**src/socd_pkg.sv**
```systemverilog
// ---------------------------------------------------------------------------
// socd_pkg
// mode, direction and axis codes shared by the d-pad cleaner modules
// ---------------------------------------------------------------------------
package socd_pkg;

  localparam int DPAD_W = 4;
  localparam int MODE_W = 3;

  // socd_mode register codes
  localparam logic [MODE_W-1:0] MODE_UP_PRIO   = 3'd0;
  localparam logic [MODE_W-1:0] MODE_NEUTRAL   = 3'd1;
  localparam logic [MODE_W-1:0] MODE_LAST_WIN  = 3'd2;
  localparam logic [MODE_W-1:0] MODE_FIRST_WIN = 3'd3;
  localparam logic [MODE_W-1:0] MODE_BYPASS    = 3'd4;

  // per-axis resolution codes
  localparam logic [1:0] AX_UP_PRIO   = 2'd0;
  localparam logic [1:0] AX_NEUTRAL   = 2'd1;
  localparam logic [1:0] AX_LAST_WIN  = 2'd2;
  localparam logic [1:0] AX_FIRST_WIN = 2'd3;

  // remembered direction of one axis
  localparam logic [1:0] DIR_NONE = 2'd0;
  localparam logic [1:0] DIR_A    = 2'd1;
  localparam logic [1:0] DIR_B    = 2'd2;

  // two-bit axis press patterns, bit0 is up or left, bit1 is down or right
  localparam logic [1:0] PRESS_NONE = 2'b00;
  localparam logic [1:0] PRESS_A    = 2'b01;
  localparam logic [1:0] PRESS_B    = 2'b10;
  localparam logic [1:0] PRESS_BOTH = 2'b11;

  typedef struct packed {
    logic [1:0] bits;
    logic [1:0] last;
  } axis_res_t;

endpackage

```
**src/socd_axis.sv**
```systemverilog
// ---------------------------------------------------------------------------
// socd_axis
// resolves one d-pad axis and computes its next remembered direction
// ---------------------------------------------------------------------------
module socd_axis
  import socd_pkg::*;
(
  input  logic [1:0] amode,
  input  logic [1:0] bits,
  input  logic [1:0] last,
  output axis_res_t  res
);

  always_comb begin
    res.bits = PRESS_NONE;
    res.last = DIR_NONE;
    case (bits)
      PRESS_BOTH: begin
        if (amode == AX_UP_PRIO) begin
          res.bits = PRESS_A;
          res.last = DIR_A;
        end else if (amode == AX_LAST_WIN && last != DIR_NONE) begin
          // opposite of the remembered press
          res.bits = (last == DIR_A) ? PRESS_B : PRESS_A;
          res.last = last;
        end else if (amode == AX_FIRST_WIN && last != DIR_NONE) begin
          res.bits = (last == DIR_A) ? PRESS_A : PRESS_B;
          res.last = last;
        end
      end
      PRESS_A: begin
        res.bits = PRESS_A;
        res.last = DIR_A;
      end
      PRESS_B: begin
        res.bits = PRESS_B;
        res.last = DIR_B;
      end
      default: begin
        res.bits = PRESS_NONE;
        res.last = DIR_NONE;
      end
    endcase
  end

endmodule

```
**src/socd_dpad_cleaner_core.sv**
```systemverilog
// ---------------------------------------------------------------------------
// socd_dpad_cleaner_core
// d-pad cleaner that resolves simultaneous opposing presses per axis
// ---------------------------------------------------------------------------
// Takes one d-pad sample per cycle while in_tready is high and returns one
// cleaned sample per request. A sample is captured in an input register,
// resolved against the two per-axis direction registers once the output
// register is free, and lands in the output register, which drives
// out_tvalid. Throughput is one sample per clock while out_tready does not
// stall the output, set by the input and output registers and the per-axis
// state update done as each sample enters the output register. The input
// side keeps accepting while a result waits as long as the input register
// is free. socd_mode is written through cfg_we/cfg_wdata; the user must
// write it only while no sample is in flight, as the block does not enforce
// it. Codes 5 to 7 behave as neutral, and bypass passes samples through
// untouched without changing the remembered directions.
module socd_dpad_cleaner_core
  import socd_pkg::*;
(
  input  logic              clk,
  input  logic              rst_n,
  input  logic              in_tvalid,
  output logic              in_tready,
  input  logic [7:0]        in_tdata,   // [3:0] dpad_in, [7:4] zero
  output logic              out_tvalid,
  input  logic              out_tready,
  output logic [7:0]        out_tdata,  // [3:0] dpad_out, [7:4] zero
  input  logic              cfg_we,
  input  logic [MODE_W-1:0] cfg_wdata
);

  logic              s1_valid_r, s1_valid_nxt;
  logic [DPAD_W-1:0] s1_data_r;
  logic              out_valid_r, out_valid_nxt;
  logic [DPAD_W-1:0] out_data_r;
  logic [MODE_W-1:0] mode_r;
  logic [1:0]        last_v_r, last_h_r;

  logic              out_free;
  logic              advance;
  logic              in_accept;
  logic              bypass;
  logic [1:0]        vmode, hmode;
  axis_res_t         v_res, h_res;
  logic [DPAD_W-1:0] resolved;

  assign out_free  = !out_valid_r || out_tready;
  assign advance   = s1_valid_r && out_free;
  assign in_tready = !s1_valid_r || out_free;
  assign in_accept = in_tvalid && in_tready;

  assign s1_valid_nxt  = in_accept || (s1_valid_r && !advance);
  assign out_valid_nxt = advance || (out_valid_r && !out_tready);

  always_comb begin
    bypass = 1'b0;
    unique case (mode_r)
      MODE_UP_PRIO: begin
        vmode = AX_UP_PRIO;
        hmode = AX_NEUTRAL;
      end
      MODE_LAST_WIN: begin
        vmode = AX_LAST_WIN;
        hmode = AX_LAST_WIN;
      end
      MODE_FIRST_WIN: begin
        vmode = AX_FIRST_WIN;
        hmode = AX_FIRST_WIN;
      end
      MODE_BYPASS: begin
        bypass = 1'b1;
        vmode  = AX_NEUTRAL;
        hmode  = AX_NEUTRAL;
      end
      default: begin
        vmode = AX_NEUTRAL;
        hmode = AX_NEUTRAL;
      end
    endcase
  end

  socd_axis u_axis_v (
    .amode (vmode),
    .bits  (s1_data_r[1:0]),
    .last  (last_v_r),
    .res   (v_res)
  );

  socd_axis u_axis_h (
    .amode (hmode),
    .bits  (s1_data_r[3:2]),
    .last  (last_h_r),
    .res   (h_res)
  );

  assign resolved = bypass ? s1_data_r : {h_res.bits, v_res.bits};

  always_ff @(posedge clk) begin
    if (!rst_n) begin
      s1_valid_r  <= 1'b0;
      out_valid_r <= 1'b0;
      mode_r      <= MODE_NEUTRAL;
      last_v_r    <= DIR_NONE;
      last_h_r    <= DIR_NONE;
    end else begin
      s1_valid_r  <= s1_valid_nxt;
      out_valid_r <= out_valid_nxt;
      if (cfg_we) begin
        mode_r <= cfg_wdata;
      end
      // bypass leaves the remembered directions alone
      if (advance && !bypass) begin
        last_v_r <= v_res.last;
        last_h_r <= h_res.last;
      end
    end
  end

  always_ff @(posedge clk) begin
    if (in_accept) begin
      s1_data_r <= in_tdata[DPAD_W-1:0];
    end
    if (advance) begin
      out_data_r <= resolved;
    end
  end

  assign out_tvalid = out_valid_r;
  assign out_tdata  = {4'b0000, out_data_r};

endmodule

```
**config.mk**
```make
export PLATFORM = sky130hd
export DESIGN_NAME = socd_dpad_cleaner_core
export DESIGN_NICKNAME = d
export VERILOG_FILES = /design/src/socd_pkg.sv /design/src/socd_axis.sv /design/src/socd_dpad_cleaner_core.sv
export SDC_FILE = /design/constraint.sdc
export NUM_CORES = 1
export LEC_CHECK = 0
export BUFFER_PORTS_ARGS = -buffer_cell sky130_fd_sc_hd__buf_4
export CAP_MARGIN = 10
export CORE_MARGIN = 4
export CORE_UTILIZATION = 49
export CTS_CLUSTER_DIAMETER = 30
export DETAILED_ROUTE_END_ITERATION = 10
export PLACE_DENSITY = 0.76
export SYNTH_ARGS = -nofsm -noshare
export SYNTH_HDL_FRONTEND = slang
export SYNTH_SLANG_ARGS = --single-unit
```
**constraint.sdc**
```tcl
create_clock -name clk -period 1.4 [get_ports clk]
set_input_delay 0.21 -clock clk [delete_from_list [all_inputs] [get_ports clk]]
set_output_delay 0.21 -clock clk [all_outputs]
set_load 0.01 [all_outputs]
```
==> results_dict.tcl <==
set metrics [dict create \
    path_class "reg -> reg" \
    coreArea_mm2 0.001708 \
    synth_seq_area_share_pct 48.00 \
    cts-root-buf "clkbuf_4" \
    syn_avg_cell_area_um2 10.95 \
    p_comb_share_pct 13.5 \
    die_x_um 50.28 \
    avgViaCountPerCell 5.048 \
    rows 15 \
    syn_to_final_growth_pct 18.57 \
    drv_cap 0 \
    p_sw_mw 0.2298 \
    drtIter0Drc 9 \
    start_util_pct 51.28 \
    rsz0062_at_grt "false" \
    crit_fanout 6 \
    p_sw_share_pct 24.09 \
    hold_class "in -> reg" \
    syn_inst 80 \
    cts.path.max_buffers 2 \
    track_usage_pct 13.20 \
    setup-tns-final_ns 0 \
    fin_worst_skew_ns 0.005623 \
    seqPwrFrac_pct 59.7 \
    cp.required_ns 1.62 \
    final_common_cell "buf_4" \
    synth_seq_cells 17 \
    fp.dieArea_mm2 0.002528 \
    grt_pass1_vias 620 \
    place_hpwl_um 1168 \
    multi_input_area_um2 401.6 \
    regArea_um2 420.4 \
    grt_pass1_wl_um 2573 \
    fin_nets 117 \
    antenna_found_initial 0 \
    ys_warn_count 0 \
    die_h_um 50.28 \
    setup_viol_count_final 0 \
    wl_per_cell_um 11.86 \
    gp_congestion 0.8137 \
    drive_gt1_share_pct 31.00 \
    holdWs_ns 0.08888 \
    final_util_pct 60.81 \
    hold_viol 0 \
    arrival_ns 1.52 \
    clock_latency_ns 0.29 \
    cts_tree "built" \
    final_cell_mix "buf_4 (20), dfxtp_1 (9), edfxtp_1 (8)" \
    cts_sinks 17 \
    synth_area_um2 875.8 \
    power.share.clock_pct 26.8 \
    clk_pin_slew_worst_paths_ns 0.10 \
    hold_depth 1 \
    endpoint_kind "register" \
    p_per_area_mw_per_mm2 918.8 \
    finalCritPeriodShare_pct 92.71 \
    n_antenna_cell 0 \
    routed_wl_um 1482 \
    port_buffers 17 \
    instances_no_fill 125 \
    dr.pass1.iters 4 \
    rr_worst_depth 3 \
    p_int_mw 0.7243 \
    nFillCells 150 \
    status "completed" \
    io_pins 26 \
    numCtsBuffers 3 \
    vias 631 \
    startpoint_type "register" \
    grt-ovfl-total 0 \
    period_needed_ns 1.298 \
    cts_max_level 1 \
    place_inst 121 \
    max-vdd-ir-drop_mv 0.5926 \
    ys_types 34 \
    p_leak_nw 0.4263 \
    fmax_mhz 770.4 \
    grt_max_degree 14 \
    ant_nets 0 \
    route.detailed.drc 0 \
    slew_violations 0 \
]
cells by family (layout without fill, tap and decap cells):
| group | after synthesis | after routing | synth area share [%] |
|---|---|---|---|
| flip-flops | 17 | 17 | 48.00 |
| multiplexers | 6 | 6 | 6.857 |
| XOR/XNOR | 1 | 1 | 1.000 |
| buffers and inverters | 9 | 26 | 7.715 |
| other | 1 | 4 | 0.4282 |
| AND/OR/NAND/NOR | 32 | 32 | 22.57 |
| AO/OA/AOI/OAI | 14 | 14 | 13.43 |
cells in the mapped netlist (all sizes together):
library cell | instances | area [µm²]
o31ai | 1 | 7.510
nor3 | 1 | 5.000
a21oi | 2 | 10.01
o2bb2ai | 1 | 8.760
a21o | 1 | 7.510
nand4b | 3 | 26.28
conb | 1 | 3.750
nand3 | 2 | 10.01
or3b | 1 | 8.760
nand4 | 1 | 6.260
or2b | 1 | 8.760
edfxtp | 8 | 240.2
nor2b | 4 | 25.02
inv | 2 | 7.510
a31oi | 2 | 12.51
and2b | 2 | 16.27
and2 | 4 | 26.28
o21ai | 3 | 15.01
nor2 | 2 | 7.510
nand2 | 7 | 26.28
and3b | 1 | 10.01
o21a | 2 | 15.01
nor3b | 1 | 7.510
nand2b | 1 | 6.260
xor2 | 1 | 8.760
nand3b | 1 | 7.510
buf | 7 | 60.06
mux2i | 6 | 60.06
o2111ai | 2 | 41.29
dfxtp | 9 | 180.2
power by group through the flow:
stage / Sequential, mW / Clock [mW] / Combinational [mW]
detailed placement: 0.581 / 0 / 0.129
global placement: 0.580 / 0 / 0.126
CTS: 0.570 / 0.267 / 0.129
floorplan: 0.581 / 0 / 0.0828
global route: 0.574 / 0.293 / 0.143
finish: 0.570 / 0.256 / 0.129
path summary, 6_finish.rpt:
path,startpoint,to,slack [ns]
max reg2reg,mode_r[0],last_v_r[1],0.10
min reg2reg,last_h_r[0],last_h_r[0],0.49
max,mode_r[0],last_v_r[1],0.10
min,in_tdata[0],s1_data_r[0],0.09
layer usage:
| metal | vias to the layer above | share of wire, % | track usage [%] |
|---|---|---|---|
| met3 | 5 | 6.8 | 2.967 |
| met2 | 20 | 46 | 22.39 |
| met1 | 286 | 45 | 15.33 |
| met5 | - | 0 | 0 |
| met4 | 0 | 2.3 | 6.912 |
| li1 | 320 | - | - |
timing repair:
item,in CTS,in global routing
setup buffers,0,0
gates resized for setup,0,1
setup endpoints to repair,0,1
hold buffers,0,0
hold endpoints to repair,0,0
critical path: stages (launching register included):
cell	delay [ns]
dfxtp_1	0.36
or3b_1	0.51
o2111ai_2	0.16
mux2i_1	0.20
registers in the layout (all words and copies together), names as in the netlist:
register	cells
out_data_r	4
out_tvalid	1
last_h_r	2
last_v_r	2
s1_valid_r	1
s1_data_r	4
mode_r	3
per-stage QoR:
| stage | instance area (µm²) | power, mW | setup slack [ns] |
|---|---|---|---|
| after global routing | 1039 | 1.010 | 0.03095 |
| after detailed placement | 1008 | 0.7101 | 0.1204 |
| after floorplan | 887.1 | 0.6638 | 0.1582 |
| after CTS | 1036 | 0.9661 | 0.06897 |
| after global placement | 1008 | 0.7062 | 0.1381 |
| final | 1039 | 0.9541 | 0.1020 |
final cells by class:
type                       instances  share of cell area, %
tap                               25                  3.012
clock buffer                       3                  2.169
sequential                        17                  40.48
clock inverter                     1                 0.4819
multi-input combinational         57                  38.67
timing repair buffer              20                  14.46
inverter                           2                 0.7229
(Power assumes the default switching activity.)
